## src/hw/rtl/cse_pkg.sv

```systemverilog
// Package for the CAN signal extract and insert block.
// Holds the frame size constant, the input and output word structs, the stage structs
// and the byte swap function. It depends on nothing else.
package cse_pkg;

    localparam int FRAME_BYTES = 8;
    localparam int FRAME_BITS  = 8 * FRAME_BYTES;
    localparam int WORD_BYTES  = 8;

    localparam logic FUNC_EXTRACT = 1'b0;
    localparam logic FUNC_INSERT  = 1'b1;

    typedef struct packed {
        logic        func;
        logic [63:0] frame_in;
        logic [63:0] insert_value;
        logic [5:0]  sig_start;
        logic [6:0]  sig_length;
        logic        little_order;
        logic        signed_sig;
    } t_in_word;

    typedef struct packed {
        logic [63:0] frame_out;
        logic [63:0] value_out;
        logic        param_error;
    } t_out_word;

    typedef struct packed {
        logic        func;
        logic        err;
        logic        intel;
        logic        sgn;
        logic [63:0] frame;
        logic [63:0] work;
        logic [63:0] ins;
        logic [63:0] mask;
        logic [63:0] top_bit;
        logic [5:0]  shift;
    } t_s1;

    typedef struct packed {
        logic        func;
        logic        err;
        logic        intel;
        logic        sgn;
        logic [63:0] frame;
        logic [63:0] work;
        logic [63:0] mask;
        logic [63:0] top_bit;
        logic [63:0] ext;
        logic [63:0] ins_mask;
        logic [63:0] ins_bits;
    } t_s2;

    function automatic logic [63:0] byte_swap(input logic [63:0] d);
        logic [63:0] r;
        r = '0;
        for (int k = 0; k < WORD_BYTES; k++) begin
            r[8*k +: 8] = d[8*(WORD_BYTES-1-k) +: 8];
        end
        return r;
    endfunction

endpackage

```

## src/hw/rtl/can_signal_extract_insert.sv

```systemverilog
// An accepted input word passes through the stage one, stage two and output registers to its output word.
// One word per cycle while the output is not stalled; a stall holds every full stage without loss.
// Stage one decodes the descriptor, stage two runs the barrel shifts, stage three merges.
// Reset (synchronous, active low) clears the stage valid bits only.
// CAN signal extract and insert top level, a three stage pipeline.
// Depends on cse_pkg.
module can_signal_extract_insert (
    input  logic              i_clk,
    input  logic              i_rst_n,
    input  logic              i_in_valid,
    input  cse_pkg::t_in_word i_in_data,
    output logic              o_in_stall,
    output logic              o_out_valid,
    output cse_pkg::t_out_word o_out_data,
    input  logic              i_out_stall
);
    import cse_pkg::*;

    logic      r_s1_valid, r_s2_valid, r_out_valid;
    t_s1       r_s1, n_s1;
    t_s2       r_s2, n_s2;
    t_out_word r_out, n_out;
    logic      out_adv, s2_adv, s1_adv;

    logic [5:0]  first;
    logic [7:0]  span;
    logic [7:0]  shift_full;
    logic [6:0]  mask_sh;
    logic [6:0]  top_idx;
    logic [63:0] new_work;
    logic [63:0] value;

    assign out_adv    = !r_out_valid || !i_out_stall;
    assign s2_adv     = !r_s2_valid || out_adv;
    assign s1_adv     = !r_s1_valid || s2_adv;
    assign o_in_stall = !s1_adv;

    always_comb begin
        first      = i_in_data.little_order ? i_in_data.sig_start
                   : {i_in_data.sig_start[5:3], ~i_in_data.sig_start[2:0]};
        span       = {2'b00, first} + {1'b0, i_in_data.sig_length};
        shift_full = 8'd64 - span;
        mask_sh    = 7'd64 - i_in_data.sig_length;
        top_idx    = i_in_data.sig_length - 7'd1;

        n_s1.func    = i_in_data.func;
        n_s1.err     = (i_in_data.sig_length == 7'd0) || (i_in_data.sig_length > 7'd64)
                     || (span > 8'(FRAME_BITS));
        n_s1.intel   = i_in_data.little_order;
        n_s1.sgn     = i_in_data.signed_sig;
        n_s1.frame   = i_in_data.frame_in;
        n_s1.work    = i_in_data.little_order ? i_in_data.frame_in
                     : byte_swap(i_in_data.frame_in);
        n_s1.ins     = i_in_data.insert_value;
        n_s1.mask    = ~64'd0 >> mask_sh[5:0];
        n_s1.top_bit = 64'd1 << top_idx[5:0];
        n_s1.shift   = i_in_data.little_order ? first : shift_full[5:0];
    end

    always_comb begin
        n_s2.func     = r_s1.func;
        n_s2.err      = r_s1.err;
        n_s2.intel    = r_s1.intel;
        n_s2.sgn      = r_s1.sgn;
        n_s2.frame    = r_s1.frame;
        n_s2.work     = r_s1.work;
        n_s2.mask     = r_s1.mask;
        n_s2.top_bit  = r_s1.top_bit;
        n_s2.ext      = r_s1.work >> r_s1.shift;
        n_s2.ins_mask = r_s1.mask << r_s1.shift;
        n_s2.ins_bits = (r_s1.ins & r_s1.mask) << r_s1.shift;
    end

    always_comb begin
        new_work = (r_s2.work & ~r_s2.ins_mask) | r_s2.ins_bits;
        value    = r_s2.ext & r_s2.mask;
        if (r_s2.sgn && ((r_s2.ext & r_s2.top_bit) != 64'd0)) begin
            value = value | ~r_s2.mask;
        end
        n_out.param_error = r_s2.err;
        if (r_s2.err) begin
            n_out.frame_out = r_s2.frame;
            n_out.value_out = '0;
        end else if (r_s2.func == FUNC_INSERT) begin
            n_out.frame_out = r_s2.intel ? new_work : byte_swap(new_work);
            n_out.value_out = '0;
        end else begin
            n_out.frame_out = r_s2.frame;
            n_out.value_out = value;
        end
    end

    always_ff @(posedge i_clk) begin
        if (!i_rst_n) begin
            r_s1_valid  <= 1'b0;
            r_s2_valid  <= 1'b0;
            r_out_valid <= 1'b0;
        end else begin
            if (s1_adv) begin
                r_s1_valid <= i_in_valid;
            end
            if (s2_adv) begin
                r_s2_valid <= r_s1_valid;
            end
            if (out_adv) begin
                r_out_valid <= r_s2_valid;
            end
        end
    end

    always_ff @(posedge i_clk) begin
        if (s1_adv) begin
            r_s1 <= n_s1;
        end
        if (s2_adv) begin
            r_s2 <= n_s2;
        end
        if (out_adv) begin
            r_out <= n_out;
        end
    end

    assign o_out_valid = r_out_valid;
    assign o_out_data  = r_out;

endmodule

```

## config.mk

```make
export PLATFORM = sky130hd
export DESIGN_NAME = can_signal_extract_insert
export DESIGN_NICKNAME = d
export VERILOG_FILES = /design/src/hw/rtl/cse_pkg.sv /design/src/hw/rtl/can_signal_extract_insert.sv
export SDC_FILE = /design/constraint.sdc
export NUM_CORES = 2
export LEC_CHECK = 0
export BUFFER_PORTS_ARGS = -buffer_cell sky130_fd_sc_hd__buf_2
export CAP_MARGIN = 0
export CORE_ASPECT_RATIO = 0.5
export CORE_MARGIN = 5
export CORE_UTILIZATION = 45
export CTS_CLUSTER_DIAMETER = 120
export DETAILED_ROUTE_END_ITERATION = 10
export SLEW_MARGIN = 20
export SYNTH_ARGS = -nofsm -noshare
export SYNTH_HDL_FRONTEND = slang
export SYNTH_SLANG_ARGS = --single-unit
```

## constraint.sdc

```tcl
create_clock -name i_clk -period 14.1 [get_ports i_clk]
set_input_delay 0.705 -clock i_clk [delete_from_list [all_inputs] [get_ports i_clk]]
set_output_delay 0.705 -clock i_clk [all_outputs]
set_load 0.02 [all_outputs]
```

==> impl_results.md <==
- Status: finished, final reports clean
- Initial antenna violation count: 18
- CTS resizes: 0
- Placed instance area: 0.04725 sq mm
- Tot Pwr: roughly 8.4 mW
- Mapped cell area: between 0.04 and 0.05 sq mm
- Clock share of power: 27.2%
- Worst-Margin Slew: 1.293 ns
- Syn Area/Cell: 13.40 sq um
- DIE HEIGHT: 233.0 um
- Die ar.: 0.1063 sq mm
- # nets final: 3690
- Worst hold path class: in -> reg
- Vias in the first global route: approximately 30000
- Final Skew: 0.03862 ns
- TritonCTS buffer count: 82
- Max frequency: 203.3 MHz
- Synthesis-stage register bit count: 912
- Setup_tns: 0 ns
- Clk sink count: 912
- Int Power: 5.367 mW
- Final-report max-slew violation count: 0
- Die extent in x: 456.0 um
- Pre-antenna DRT Iters: 6
- Part of the power in registers: between 40% and 50%
- Synth Instances: about 3300
- Share of the synthesized area in the top cell type: 60.98%
- Core ar.: 0.09821 sq mm
- Final hold vios: 0
- Synth Flop Type: edfxtp_1
- H-tree levels: 3
- Crit-path cells: buf_4 > buf_12 > mux2i_1 > a21oi_1 > mux2i_1 > nand3_1 > o211ai_1 > o22ai_1
- CTS tree: built
- Cell row count: 81
- Critical Path Sink Type: flip-flop
- Routed Antenna Nets: 0
- Final Util: between 50% and 60%
- Maximum VDD drop: around 0.1 mV
- Critical path arrival: 5.33 ns
- Count of cell types in the netlist: 65
- Leak: 18.69 nW
- Number of synthesized flops with an enable pin: 909
- PwrDens: 167.6 mW/mm^2
- Max-slew headroom: 13.69%
- Switching part of the total: between 30% and 40%
- Residual DRC: 0
- Root Driver: clkbuf_16
- Largest net degree at the start of global routing: 171
- Layout area overhead: 11.51%
- Critical path's slowest cell: a21oi_1
- DR iter-0 viols: 5393
- Clock Path Buffers: 3
- Syn_nets: 3504
- Synth top area cells: edfxtp_1 61%, mux4_2 9.7%, mux2_2 3.8%
- Critical Path Fanout Max: 154
- Finished Cell Area: around 0.05 sq mm
- CP Class: reg -> reg
- Overflow left after global routing: 0
- Comb power frac: 27.8%
- HPWL reported at the end of detailed placement: 125.9 mm
- DR vias: around 32000
- Number of hold buffers added after cts: 0
- GRT Total Usage: 31.83%
- Post-route clock period utilization: 34.88%
- Share of layout cells above drive strength 1: 22.93%
- Global-route wire length before repair: between 200 and 250 mm
- RSZ-0062 raised after global routing: no
- Final setup viols: 0
- Synth area leader: edfxtp_1
- Top cell by count, worst path: mux2i_1
- Clock-pin slew on the worst setup and hold paths: around 0.08 ns
- Postcts setup bufs: 0
- Final Critical Period: 4.918 ns
- Buffers on Ports: 278
- Starting Density: between 40% and 50%
- Gpl congestion: 1.041
- IO Count: 279
- CP Launch Type: flip-flop
- Max incr delay on CP: 0.95 ns
- Post-Route WL: 171.9 mm
- Critical path data required time: 14.51 ns
- Syn. warnings: 0
- Max-cap violation count: 0
- Routed WL per cell: approximately 35 um
- Via density: 6.503
- Seq/Total Area, Yosys: 61.12%
- Async set-or-reset flop fraction in the synthesized netlist: 0%
- Sw Pwr: between 2 and 3 mW
- Clock Latency Late Sink: 0.71 ns
[stage by stage]
stage | setup WS (ns) | std cells | hold slack [ns]
floorplan | 3.713 | 3340 | 0.4003
global placement | 9.445 | 4770 | 0.4005
detailed placement | 9.498 | 4770 | 0.4045
CTS | 9.474 | 4921 | 0.1446
global route | 9.121 | 4921 | 0.1614
finish | 9.182 | 4925 | 0.1865
[layout by cell type, fill, tap and decap left out, drive strengths merged, types with 10 or more instances in the layout]
cell and instances:
nand3 21, o31ai 40, inv 70, and2 63, a21oi 183, o22ai 52
mux2i 102, clkbuf 102, edfxtp 909, buf 331, nand3b 64, o221ai 21
o21ai 186, a22oi 16, nor2b 39, clkinv 26, mux4 192, nand2 458
a221oi 26, mux2 153, a22o 19, a31oi 13, nor3 55, o211ai 17
a211oi 18, o22a 23, nand2b 10, or3 11, ha 15, nor2 234
[sequential cells by signal, summed over array words and instances, names as in the netlist]
signal	cells
r_s2	450
n_s2	259
o_out_data	129
r_s1	70
n_out	1
o_out_valid	1
r_s1_valid	1
r_s2_valid	1
[power by group through the flow]
stage | clock network, mW | registers, mW | logic, mW
final | 2.27 | 3.76 | 2.33
after global routing | 2.44 | 3.77 | 2.41
after detailed placement | 0 | 3.79 | 2.21
after global placement | 0 | 3.79 | 2.21
after floorplan | 0 | 3.59 | 1.36
after CTS | 2.31 | 3.74 | 2.22
[final timing paths]
| kind | startpoint | to | slack (ns) | depth (start not counted) |
|---|---|---|---|---|
| worst max-delay path | r_s1[0] | r_s2[111] | 9.18 | 8 |
| worst min-delay path | i_in_data[66] | r_s1[185] | 0.19 | 1 |
| worst max register to register | r_s1[0] | r_s2[111] | 9.18 | 8 |
| worst min register to register | n_s2[411] | r_s2[411] | 0.41 | 0 |
[layer usage]
metal	global-route usage, %	wire length (um)	share of wire, %
met3	14.12	25660	15
met2	43.27	69080	40
met5	0	90	0.052
met4	9.105	5142	3.0
met1	45.93	71900	42
[worst max-delay path: cells and delay by family, from the launching register on]
kind                   cells  cell delay [ns]
AOI/OAI and AO/OA          3             1.60
buffers and inverters      2             1.47
DFF                        1             0.33
muxes                      2             0.91
and+or+nand+nor            1             0.25
[cell type report]
type                       instances  area (sq um)
clock inverter                    49         495.5
fill                            8430         48300
timing repair buffer             331          1842
tap                             1328          1662
sequential                       912         27360
antenna                            4         10.01
inverter                          62         245.2
clock buffer                     102          2148
multi-input combinational       2137         16150
[cell usage after synthesis (6+ instances only)]
master	number
mux4_2	192
mux2_2	153
o221ai_1	21
clkbuf_1	135
o21ai_1	17
o211ai_1	17
nand4_1	7
or3_1	11
nor3_1	55
o31ai_1	40
ha_1	15
nor2_1	234
nor2b_1	39
o21ai_0	169
buf_2	26
o22ai_1	52
nand2_1	458
o21a_1	6
mux2i_1	102
inv_1	55
a311o_1	8
nand2b_1	10
xnor2_1	9
a211oi_1	16
and2_1	63
a31oi_1	13
a221oi_1	26
a22oi_1	16
buf_1	35
or2_2	8
a22o_1	19
edfxtp_1	909
buf_6	12
and3_1	8
o22a_1	23
o32ai_1	6
a21oi_1	182
buf_4	20
nand3b_1	64
nand3_1	21
a211o_1	8
[logic make-up (layout without fill, tap and decap cells)]
group | count (synthesis) | count (layout) | share of synthesized area [%]
AND/OR/NAND/NOR | 986 | 986 | 9.912
flip-flops | 912 | 912 | 61.12
AO/OA/AOI/OAI | 674 | 674 | 9.532
multiplexers | 447 | 447 | 15.79
buffers and inverters | 291 | 544 | 2.907
adder cells (fa/ha/maj) | 16 | 16 | 0.4640
XOR/XNOR | 14 | 14 | 0.2740
other | 0 | 4 | 0
(Power assumes the default switching activity.)
